File: src/rtl/r50sm_pkg.sv
package r50sm_pkg;

    typedef struct packed {
        logic        operation;
        logic [30:0] start_sector;
        logic [6:0]  sector_count;
    } t_req;

    typedef struct packed {
        logic        op_kind;
        logic [5:0]  device_index;
        logic [5:0]  parity_device;
        logic [24:0] device_sector;
        logic [27:0] byte_offset;
        logic [4:0]  byte_size;
        logic        device_down;
        logic        out_of_range;
        logic        last_chunk;
    } t_chunk;

    localparam int unsigned MaxResults = 33;
    localparam int unsigned MaxCount   = 64;

    localparam logic [1:0] RegDisks  = 2'd0;
    localparam logic [1:0] RegGroups = 2'd1;
    localparam logic [1:0] RegFailed = 2'd2;

endpackage

File: src/rtl/raid50_sector_mapper_top.sv
// Channel  Direction  Handshake                 Payload
// request  in         i_req_valid / o_req_ready r50sm_pkg::t_req
// chunk    out        o_chk_valid / i_chk_ready r50sm_pkg::t_chunk
// config   in         APB write/read            disks, groups, failed mask
// One request at a time; a request passes through S_GEOM before its first chunk starts.
// Each chunk runs four divisions through one shared restoring divider, each with launch
// and handoff, plus a decode state (S_CALC) and a state to load the chunk (S_OUT).
// Synchronous active-low reset clears control and restores default geometry.
// A chunk still held in the output register stalls the sequencer until its transfer.
module raid50_sector_mapper_top #(
    parameter int unsigned SECTORS_PER_BLOCK = 2,
    parameter int unsigned SECTOR_BYTES      = 8,
    parameter int unsigned DEVICE_BYTES      = 268435456,
    parameter int unsigned MAX_DEVICES       = 64
) (
    input  logic              i_clk,
    input  logic              i_rst_n,
    input  logic              i_req_valid,
    output logic              o_req_ready,
    input  r50sm_pkg::t_req   i_req,
    output logic              o_chk_valid,
    input  logic              i_chk_ready,
    output r50sm_pkg::t_chunk o_chk,
    input  logic              psel,
    input  logic              penable,
    input  logic              pwrite,
    input  logic [4:0]        paddr,
    input  logic [63:0]       pwdata,
    output logic [63:0]       prdata,
    output logic              pready
);
    import r50sm_pkg::*;

    localparam int unsigned DW = 34;

    typedef enum logic [3:0] {
        S_IDLE, S_GEOM, S_D0, S_D1, S_D2, S_D3, S_CALC, S_OUT
    } t_state;

    t_state        r_state;
    logic [1:0]    r_sub;
    logic [3:0]    r_disks, r_groups;
    logic [63:0]   r_failed;
    logic [3:0]    r_d;
    logic [6:0]    r_ndev;
    logic [6:0]    r_spbd;
    logic          r_op;
    logic [31:0]   r_pos, r_end;
    logic [5:0]    r_nres;
    logic [DW-1:0] r_jumps, r_bnum, r_line, r_sq;
    logic [6:0]    r_rem, r_rem1;
    logic [2:0]    r_member;
    logic [4:0]    r_boffv, r_nsecv;
    logic [16:0]   r_sizev;
    logic [3:0]    r_par;
    logic [5:0]    r_devv;
    logic [3:0]    r_grpv;
    logic [47:0]   r_sfull, r_ofull;
    t_chunk        r_chk;
    logic          r_vld;

    // shared restoring divider
    logic [DW-1:0] r_dq, r_drem, r_dden;
    logic [5:0]    r_dcnt;
    logic          r_dbusy, r_ddone;
    logic [DW-1:0] w_trial;
    logic          w_start;
    logic [DW-1:0] w_num, w_den;

    logic          w_load;

    assign pready = 1'b1;
    always_comb begin
        case (paddr[4:3])
            RegDisks:  prdata = {60'd0, r_disks};
            RegGroups: prdata = {60'd0, r_groups};
            RegFailed: prdata = r_failed;
            default:   prdata = '0;
        endcase
    end

    assign o_req_ready = (r_state == S_IDLE);
    assign o_chk_valid = r_vld;
    assign o_chk = r_chk;

    assign w_trial = {r_drem[DW-2:0], r_dq[DW-1]};
    assign w_load  = (r_state == S_OUT) && (!r_vld || i_chk_ready);

    // effective geometry
    logic [3:0] w_dc, w_gc;
    logic [3:0] w_dmax;
    always_comb begin
        w_dmax = (MAX_DEVICES < 8) ? 4'(MAX_DEVICES) : 4'd8;
        if (w_dmax < 4'd2) w_dmax = 4'd2;
        w_dc = r_disks;
        if (w_dc < 4'd2) w_dc = 4'd2;
        if (w_dc > w_dmax) w_dc = w_dmax;
        w_gc = r_groups;
        if (w_gc < 4'd1) w_gc = 4'd1;
        if (w_gc > 4'd8) w_gc = 4'd8;
        for (int k = 0; k < 8; k++) begin
            if (w_gc > 4'd1 && 32'(w_dc) * 32'(w_gc) > 32'(MAX_DEVICES)) w_gc = w_gc - 4'd1;
        end
    end

    logic [31:0] w_cnt;
    assign w_cnt = (i_req.sector_count > 7'(MaxCount)) ? 32'(MaxCount)
                                                       : 32'(i_req.sector_count);

    // split the remainder of pos / (spb * (d - 1)) into block and sector within block
    logic [2:0] w_qs;
    logic [4:0] w_boff;
    always_comb begin
        w_qs = '0;
        for (int k = 1; k < 8; k++) begin
            if (r_rem >= 7'(k * SECTORS_PER_BLOCK)) w_qs = 3'(k);
        end
        w_boff = 5'(r_rem - 7'(32'(w_qs) * SECTORS_PER_BLOCK));
    end

    // parity skip and chunk length
    logic          w_hit;
    logic [5:0]    w_dev;
    logic [DW-1:0] w_sq;
    logic [31:0]   w_left;
    logic [4:0]    w_nsec;
    logic [16:0]   w_size;
    always_comb begin
        w_hit = ({1'b0, r_member} == r_par);
        w_dev = r_rem1[5:0];
        w_sq  = r_line;
        if (w_hit) begin
            if (r_rem1 + 7'd1 == r_ndev) begin
                w_dev = '0;
                w_sq  = r_line + DW'(1);
            end else begin
                w_dev = 6'(r_rem1 + 7'd1);
            end
        end
        w_left = r_end - r_pos;
        w_nsec = 5'(SECTORS_PER_BLOCK) - r_boffv;
        if (32'(w_nsec) > w_left) w_nsec = w_left[4:0];
        w_size = 17'(w_nsec) * 17'(SECTOR_BYTES);
    end

    logic w_last;
    assign w_last = (r_pos + 32'(r_nsecv) >= r_end) ||
                    (r_nres + 6'd1 >= 6'(MaxResults));

    always_ff @(posedge i_clk) begin
        if (!i_rst_n) begin
            r_disks <= 4'd3; r_groups <= 4'd1; r_failed <= '0;
        end else if (psel && penable && pwrite) begin
            case (paddr[4:3])
                RegDisks:  r_disks  <= pwdata[3:0];
                RegGroups: r_groups <= pwdata[3:0];
                RegFailed: r_failed <= pwdata;
                default:   ;
            endcase
        end
    end

    always_ff @(posedge i_clk) begin
        if (!i_rst_n) begin
            r_dbusy <= 1'b0; r_ddone <= 1'b0;
        end else begin
            r_ddone <= 1'b0;
            if (w_start) begin
                r_dbusy <= 1'b1; r_dq <= w_num; r_drem <= '0;
                r_dden <= w_den; r_dcnt <= 6'(DW);
            end else if (r_dbusy) begin
                if (w_trial >= r_dden) begin
                    r_drem <= w_trial - r_dden; r_dq <= {r_dq[DW-2:0], 1'b1};
                end else begin
                    r_drem <= w_trial; r_dq <= {r_dq[DW-2:0], 1'b0};
                end
                r_dcnt <= r_dcnt - 6'd1;
                if (r_dcnt == 6'd1) begin
                    r_dbusy <= 1'b0; r_ddone <= 1'b1;
                end
            end
        end
    end

    // divider launch selection
    always_comb begin
        w_start = 1'b0; w_num = '0; w_den = DW'(1);
        if (r_sub == 2'd0) begin
            case (r_state)
                S_D0: begin
                    w_start = 1'b1; w_num = DW'(r_pos); w_den = DW'(r_spbd);
                end
                S_D1: begin
                    w_start = 1'b1; w_num = r_bnum; w_den = DW'(r_ndev);
                end
                S_D2: begin
                    w_start = 1'b1; w_num = r_line; w_den = DW'(r_d);
                end
                S_D3: begin
                    w_start = 1'b1; w_num = DW'(r_devv); w_den = DW'(r_d);
                end
                default: ;
            endcase
        end
    end

    always_ff @(posedge i_clk) begin
        if (!i_rst_n) begin
            r_state <= S_IDLE; r_vld <= 1'b0; r_sub <= '0;
        end else begin
            if (w_load) r_vld <= 1'b1;
            else if (i_chk_ready) r_vld <= 1'b0;
            case (r_state)
                S_IDLE: begin
                    if (i_req_valid && w_cnt != 32'd0) begin
                        r_op <= i_req.operation;
                        r_pos <= 32'(i_req.start_sector);
                        r_end <= 32'(i_req.start_sector) + w_cnt;
                        r_nres <= '0;
                        r_state <= S_GEOM;
                    end
                end
                S_GEOM: begin
                    r_d <= w_dc;
                    r_ndev <= 7'(w_dc) * 7'(w_gc);
                    r_spbd <= 7'(w_dc - 4'd1) * 7'(SECTORS_PER_BLOCK);
                    r_sub <= '0; r_state <= S_D0;
                end
                S_D0: begin
                    // jumps = pos / (spb * (d - 1)); block = jumps * d + block in group
                    if (r_sub == 2'd0) r_sub <= 2'd1;
                    else if (r_sub == 2'd1) begin
                        if (r_ddone) begin
                            r_jumps <= r_dq; r_rem <= r_drem[6:0]; r_sub <= 2'd2;
                        end
                    end else begin
                        r_bnum <= r_jumps * DW'(r_d) + DW'(w_qs);
                        r_member <= w_qs;
                        r_boffv <= w_boff;
                        r_sub <= '0; r_state <= S_D1;
                    end
                end
                S_D1: begin
                    if (r_sub == 2'd0) r_sub <= 2'd1;
                    else if (r_ddone) begin
                        r_line <= r_dq; r_rem1 <= r_drem[6:0];
                        r_sub <= '0; r_state <= S_D2;
                    end
                end
                S_D2: begin
                    if (r_sub == 2'd0) r_sub <= 2'd1;
                    else if (r_ddone) begin
                        r_par <= r_d - 4'd1 - r_drem[3:0];
                        r_sub <= '0; r_state <= S_CALC;
                    end
                end
                S_CALC: begin
                    r_devv <= w_dev; r_sq <= w_sq;
                    r_nsecv <= w_nsec; r_sizev <= w_size;
                    r_sub <= '0; r_state <= S_D3;
                end
                S_D3: begin
                    // device sector and byte offset are built while the divider runs
                    if (r_sub == 2'd0) begin
                        r_sfull <= 48'(r_sq) * 48'(SECTORS_PER_BLOCK) + 48'(r_boffv);
                        r_sub <= 2'd1;
                    end else if (r_sub == 2'd1) begin
                        r_ofull <= r_sfull * 48'(SECTOR_BYTES);
                        r_sub <= 2'd2;
                    end else if (r_ddone) begin
                        r_grpv <= r_dq[3:0];
                        r_sub <= '0; r_state <= S_OUT;
                    end
                end
                S_OUT: begin
                    if (w_load) begin
                        r_chk.op_kind <= r_op;
                        r_chk.device_index <= r_devv;
                        r_chk.parity_device <= 6'(r_par) + 6'(r_grpv) * 6'(r_d);
                        r_chk.device_sector <= r_sfull[24:0];
                        r_chk.byte_offset <= r_ofull[27:0];
                        r_chk.byte_size <= r_sizev[4:0];
                        r_chk.device_down <= r_failed[r_devv];
                        r_chk.out_of_range <= (r_ofull + 48'(r_sizev)) > 48'(DEVICE_BYTES);
                        r_chk.last_chunk <= w_last;
                        r_pos <= r_pos + 32'(r_nsecv);
                        r_nres <= r_nres + 6'd1;
                        r_state <= w_last ? S_IDLE : S_D0;
                    end
                end
                default: r_state <= S_IDLE;
            endcase
        end
    end

endmodule

File: config.mk
export PLATFORM = sky130hd
export DESIGN_NAME = raid50_sector_mapper_top
export DESIGN_NICKNAME = d
export VERILOG_FILES = /design/src/rtl/r50sm_pkg.sv /design/src/rtl/raid50_sector_mapper_top.sv
export SDC_FILE = /design/constraint.sdc
export NUM_CORES = 1
export LEC_CHECK = 0
export BUFFER_PORTS_ARGS = -buffer_cell sky130_fd_sc_hd__buf_2
export CORE_MARGIN = 2
export CORE_UTILIZATION = 62
export DETAILED_ROUTE_END_ITERATION = 7
export GPL_ROUTABILITY_DRIVEN = 0
export PLACE_DENSITY = 0.81
export SETUP_SLACK_MARGIN = 0.02
export SYNTH_ARGS = -nofsm -noshare
export SYNTH_HDL_FRONTEND = slang
export SYNTH_SLANG_ARGS = --single-unit
export TNS_END_PERCENT = 10
File: constraint.sdc
create_clock -name i_clk -period 36.5 [get_ports i_clk]
set_clock_uncertainty 0.05 [all_clocks]
set_input_delay 5.475 -clock i_clk [delete_from_list [all_inputs] [get_ports i_clk]]
set_output_delay 5.475 -clock i_clk [all_outputs]
set_load 0.05 [all_outputs]
==> flow_summary_export.csv, run 1 <==
group,metric,value,unit
cells_and_area,regArea,16100,um^2
cts,cts_max_level,2,
worst_setup_path,r2r_slack,3200,ps
grt,grt_pass1_vias,27700,
yosys,yosys-top-cells-area,"edfxtp_1 (38%), ha_1 (10%), fa_1 (5.9%)",
sta,setup_slack,3200,ps
placement,portBuffers,245,
cts,root_buffer,"clkbuf_16",
worst_setup_path,reg2reg_depth,119,
hold_path,hold_path_class,"flip-flop to flip-flop",
worst_setup_path,cp_slowest_cell,"nor3b_1",
sta,fmaxAchievable,30.0,MHz
cells_and_area,multi_input_area,20300,um^2
cts,path_clk_slew,60,ps
yosys,synth_cell_types,103,
yosys,ys_warn_count,0,
worst_setup_path,crit_arrival,33650,ps
cts,cts_tree,"built",
worst_setup_path,path_class,"flip-flop to flip-flop",
sta,finalCritPeriodShare,91.2,%
sta,rsz0062_at_grt,"false",
worst_setup_path,required,36850,ps
floorplanning,dieArea,63100,um^2
detailed_routing,drc,0,
cts,cts_sinks,564,
yosys,synth_top_family_by_area,"simple AND/OR/NAND/NOR gates",
cells_and_area,final_nets,4468,
sta,setup_tns,0,ps
floorplanning,die_w,251,um
cells_and_area,drive_gt1_share,11.2,%
yosys,synth_ff_type,"edfxtp_1",
floorplanning,pin_count,256,
yosys,synth.area.mux_share,3.48,%
grt,grtUsageTotal,27.8,%
detailed_routing,vias,28000,
yosys,synth_edf_count,484,
yosys,ys_seq_elements,564,
grt,grt_pass1_wl,141,mm
detailed_routing,met2_length,43.9,mm
sta,whs,371,ps
cells_and_area,fin_cells,4763,
cells_and_area,mostFrequentLayoutCells,"nand2_1 (504), edfxtp_1 (484), nor2_1 (318)",
cts,clock_latency,640,ps
sta,min_period,33300,ps
detailed_routing,drt_pre_antenna_iters,7,
yosys,synth_xor_area_share,6.51,%
sta,relSlewSlack,18.5,%
floorplanning,die_h,251,um
cts,postCtsSetupRepairBufs,0,
cells_and_area,layout_commonest_cell,"nand2_1",
detailed_routing,drt_wl_total,87.6,mm
yosys,synthesis.area,37900,um^2
cts,cts_buffers,57,
power,power_density,46.6,nW/um^2
yosys,postSynthCellCount,3716,
worst_setup_path,cp_max_fo,34,
detailed_routing,ant_nets,0,
worst_setup_path,critical-path-max-stage-delay,660,ps
detailed_routing,drtIter0Drc,2133,
floorplanning,rows,90,
sta,hold_violations,0,
sta,worst_pin_slew,1220,ps
detailed_routing,wl_per_cell,18.4,um
cts,cts_resized,0,
job,drv_cap,0,
cells_and_area,area_delta_synth_final,10.3,%
yosys,synthSimpleGateAreaFrac,16.8,%
run_status,outcome,"finished clean",
detailed_routing,viasPerCell,5.88,
yosys,yosysSeqAreaShare,42.6,%
worst_setup_path,cp-end-kind,"flip-flop",
power,p_leak,0.0178,uW
hold_path,holdPathStages,0,
yosys,synthAdderAreaFrac,16.2,%
cts,cts_max_path_buffers,3,
sta,slew_violations,0,
placement,post-place-cells,4654,
placement,dpl.hpwl,63.6,mm
yosys,synth-async-reset-ratio,0,%
yosys,synth_top_area_share,38.4,%
sta,setup_viol,0,
yosys,synth-compound-area-share,10.4,%
detailed_routing,met3WireLength,5.00,mm
grt,grt_overflow,0,
cells_and_area,fillers,4423,
detailed_routing,top_layer_used,"met4",
detailed_routing,wl_met1,35.6,mm
grt,antenna_found_initial,1,
cts,postCtsHoldBufs,0,
yosys,yosys.area.top_type,"edfxtp_1",
worst_setup_path,startpoint_type,"flip-flop",
placement,place_ws,3400,ps
power,ir_worst_vdd,0.0000379,V
floorplanning,coreArea,60400,um^2
floorplanning,start_util,62.8,%
worst_setup_path,crit_top_cell,"fa_1",
yosys,synth.avg_cell_area,10.2,um^2
grt,grt_max_degree,91,
==> area by class of cell <==
| class | instances | area share [%] |
|---|---|---|
| inverters | 272 | 2.44 |
| diodes | 1 | 0.00599 |
| repair buffers | 272 | 3.42 |
| clock inverters | 26 | 0.641 |
| well taps | 782 | 2.34 |
| multi-input cells | 2764 | 48.7 |
| flip-flops and latches | 564 | 38.6 |
| clock buffers | 82 | 3.84 |
==> metrics by stage <==
step	instance area [um^2]	utilization [%]	power, uW
2_1_floorplan	37900	-	1230
3_3_place_gp	39900	66.1	1350
3_5_place_dp	39900	66.1	1360
4_1_cts	41800	69.2	1950
5_1_grt	41800	69.2	2050
6_report	41800	69.2	1950
==> cells by family after synthesis <==
kind of cell               after synthesis
and+or+nand+nor                       1355
AOI/OAI and AO/OA                      596
DFF                                    564
adders and majority gates              423
buffers and inverters                  394
xor gates and xnor gates               280
muxes                                  102
other                                    2
==> critical path, delay by kind of cell, from the launching register on <==
family          cells  cell delay, ps
simple gates       28            5950
xor+xnor           10            1830
fa+ha+maj          27           13630
buf+inv            13            1270
mux                 4            1550
flops               1             320
compound gates     37            8440
==> where the power goes <==
part | internal, uW | leakage (uW) | switching, uW
registers | 784 | 0.00502 | 48.6
logic | 213 | 0.0118 | 314
clock network | 330 | 0.000913 | 257
==> state kept, by name, indices dropped and copies added (netlist names), 33 cells and up <==
| signal | flops |
|---|---|
| o_chk | 68 |
| r_failed | 64 |
| r_ofull | 36 |
| r_sfull | 36 |
| r_bnum | 34 |
| r_dq | 34 |
| r_jumps | 34 |
| r_line | 34 |
| r_sq | 34 |
| r_drem | 33 |
==> cells in the mapped netlist, types with 9 or more instances <==
master	number
nand2b_1	29
nand4_1	46
nor2_1	321
or2_2	11
ha_1	310
a22oi_1	9
nor2b_1	42
mux2i_1	68
o21ai_0	114
a211oi_1	12
nor4_1	24
o211ai_1	9
nor3_1	53
inv_1	264
clkbuf_1	110
and3_1	41
o31ai_1	9
nand3_1	71
or4_1	9
xor2_1	75
xnor2_1	203
a21oi_1	167
dfxtp_1	80
a21boi_0	68
a21o_1	66
fa_1	112
and2_1	144
or3_1	12
o2111ai_1	11
mux4_2	21
o21bai_1	27
edfxtp_1	484
nand2_1	504
o21a_1	14
and4_1	13
==> worst paths after layout <==
check              start          end
min          r_sfull[29]  r_ofull[32]
min reg2reg  r_sfull[29]  r_ofull[32]
max           r_disks[3]    r_ndev[6]
max reg2reg   r_disks[3]    r_ndev[6]
==> metal layers <==
metal / track usage [%] / up-vias
li1: - / 13400
met1: 34.7 / 13600
met2: 49.7 / 848
met3: 3.35 / 176
met4: 10.1 / 0
met5: 0 / -
No activity file was read; power rests on OpenSTA's default activity.
==> inputs of run 2 (changes only) <==
--- a/config.mk
+++ b/config.mk
@@ -6,10 +6,12 @@
 export NUM_CORES = 1
 export LEC_CHECK = 0
 export BUFFER_PORTS_ARGS = -buffer_cell sky130_fd_sc_hd__buf_2
+export CORE_ASPECT_RATIO = 1.75
 export CORE_MARGIN = 2
 export CORE_UTILIZATION = 62
 export DETAILED_ROUTE_END_ITERATION = 7
 export GPL_ROUTABILITY_DRIVEN = 0
+export MAX_ROUTING_LAYER = met4
 export PLACE_DENSITY = 0.81
 export SETUP_SLACK_MARGIN = 0.02
 export SYNTH_ARGS = -nofsm -noshare
==> run 2 against run 1 <==
Effect of this change:
- die area grew 0.12%
- critical path depth increased by 3
- design area down 0.43%
- setup slack lost 710 ps
- sequential share of layout area grew 0.16 points
- maximum frequency down 2.1%
- hold slack gained 6.4 ps
- sequential power grew 0.5%
- via count grew 2.0%
- global-route usage rose by 3.4 points
- clock-buffer cell count decreased by 28
==> flow_summary_export.csv, run 2 (synthesis results as in run 1) <==
group,metric,value,unit
run_status,outcome,"finished clean",
sta,relSlewSlack,21.0,%
floorplanning,coreArea,60300,um^2
sta,setup_viol,0,
placement,placed_cell_area,39900,um^2
sta,hold_violations,0,
detailed_routing,wl_per_cell,19.9,um
worst_setup_path,cp_slowest_cell,"nor3b_1",
hold_path,hold_path_class,"flip-flop to flip-flop",
placement,portBuffers,245,
detailed_routing,viasPerCell,6.00,
cts,cts_resized,0,
worst_setup_path,crit_arrival,34350,ps
worst_setup_path,startpoint_type,"flip-flop",
worst_setup_path,path_class,"flip-flop to flip-flop",
power,ir_worst_vdd,0.0000434,V
cells_and_area,layout_commonest_cell,"nand2_1",
cts,path_clk_slew,70,ps
power,clockPowerShare,28.6,%
power,switching_share,32.6,%
sta,slew_violations,0,
power,p_leak,0.0177,uW
sta,fmaxAchievable,29.4,MHz
detailed_routing,ant_nets,0,
worst_setup_path,required,36840,ps
cts,cts_sinks,564,
grt,grt_overflow,0,
sta,finalCritPeriodShare,93.2,%
grt,grt-busiest-layer,"met2",
detailed_routing,drc,0,
cts,cts_max_level,2,
power,p_switching,626,uW
cts,cts_tree,"built",
power,power,1920,uW
floorplanning,rows,119,
detailed_routing,drt_wl_total,94.7,mm
grt,grt_max_degree,76,
sta,setup_tns,0,ps
power,cell_internal_pwr,1290,uW
grt,use_met2,57.6,%
grt,antenna_found_initial,9,
power,power_density,46.2,nW/um^2
detailed_routing,drt_pre_antenna_iters,5,
grt,gr-usage-met3,3.00,%
cts,cts_max_path_buffers,3,
cells_and_area,drive_gt1_share,11.1,%
power,pwr-share-seq,43.5,%
worst_setup_path,cp-end-kind,"flip-flop",
worst_setup_path,critical-path-max-stage-delay,710,ps
cts,postCtsHoldBufs,0,
detailed_routing,drtIter0Drc,1751,
sta,min_period,34010,ps
grt,grtUsageMet1,29.7,%
cells_and_area,largest_reg_flops,68,
worst_setup_path,cp_max_fo,34,
placement,dpl.hpwl,70.2,mm
grt,grt_pass1_wl,150,mm
cells_and_area,mostFrequentLayoutCells,"nand2_1 (504), edfxtp_1 (484), nor2_1 (319)",
cts,clock_latency,610,ps
sta,rsz0062_at_grt,"false",
sta,whs,377,ps
worst_setup_path,crit_top_cell,"fa_1",
sta,worst_pin_slew,1180,ps
cells_and_area,final_nets,4461,
floorplanning,start_util,62.8,%
floorplanning,pin_count,256,
grt,grt_pass1_vias,29500,
cells_and_area,area_delta_synth_final,9.79,%
grt,grtUsageTotal,31.2,%
job,drv_cap,0,
floorplanning,dieArea,63200,um^2
cts,cts_buffers,50,
cts,postCtsSetupRepairBufs,0,
floorplanning,die_h,331,um
cells_and_area,design_area,41600,um^2
detailed_routing,vias,28600,
floorplanning,die_w,191,um
power,comb_power_share,27.9,%
cts,root_buffer,"clkbuf_16",
run 2: layout make-up:
cell class                 count  area [um^2]
timing repair buffer         272         1430
antenna                       10         25.0
fill                        4562        18700
sequential                   564        16100
tap                          786          983
multi-input combinational   2764        20300
inverter                     272         1020
clock inverter                37          394
clock buffer                  54         1270
run 2: final timing paths:
| kind | start | endpoint | slack (ps) | depth (start not counted) |
|---|---|---|---|---|
| max | r_disks[3] | r_ndev[6] | 2490 | 122 |
| max reg2reg | r_disks[3] | r_ndev[6] | 2490 | 122 |
| min reg2reg | r_sfull[31] | r_ofull[34] | 380 | 0 |
| min | r_sfull[31] | r_ofull[34] | 380 | 0 |
run 2: critical path: cells and delay by family (launching register included):
family                   cells  cell delay, ps
adder cells (fa/ha/maj)     27           13770
AO/OA/AOI/OAI               33            7500
AND/OR/NAND/NOR             31            6330
buffers and inverters       16            2180
XOR/XNOR                    10            1930
multiplexers                 5            1680
flip-flops                   1             300
run 2: per-stage QoR:
step / std cells / worst slack (ps) / utilization [%]
finish: 4759 / 2490 / 69.0
detailed placement: 4658 / 2560 / 66.2
floorplan: 3722 / 6730 / -
global route: 4759 / 254 / 69.0
global placement: 4658 / 3230 / 66.2
CTS: 4749 / 2440 / 69.0
run 2: power by group through the flow:
stage	Sequential, uW	Combinational, uW	Clock (uW)
after floorplan	822	406	0
after global placement	845	514	0
after detailed placement	847	531	0
after CTS	833	537	553
after global routing	838	600	573
final	836	536	548
run 2: routing by layer:
metal	up-vias	wire length [um]
met2	955	50900
li1	13400	-
met4	0	8120
met1	13800	31600
met3	379	4180
met5	-	0
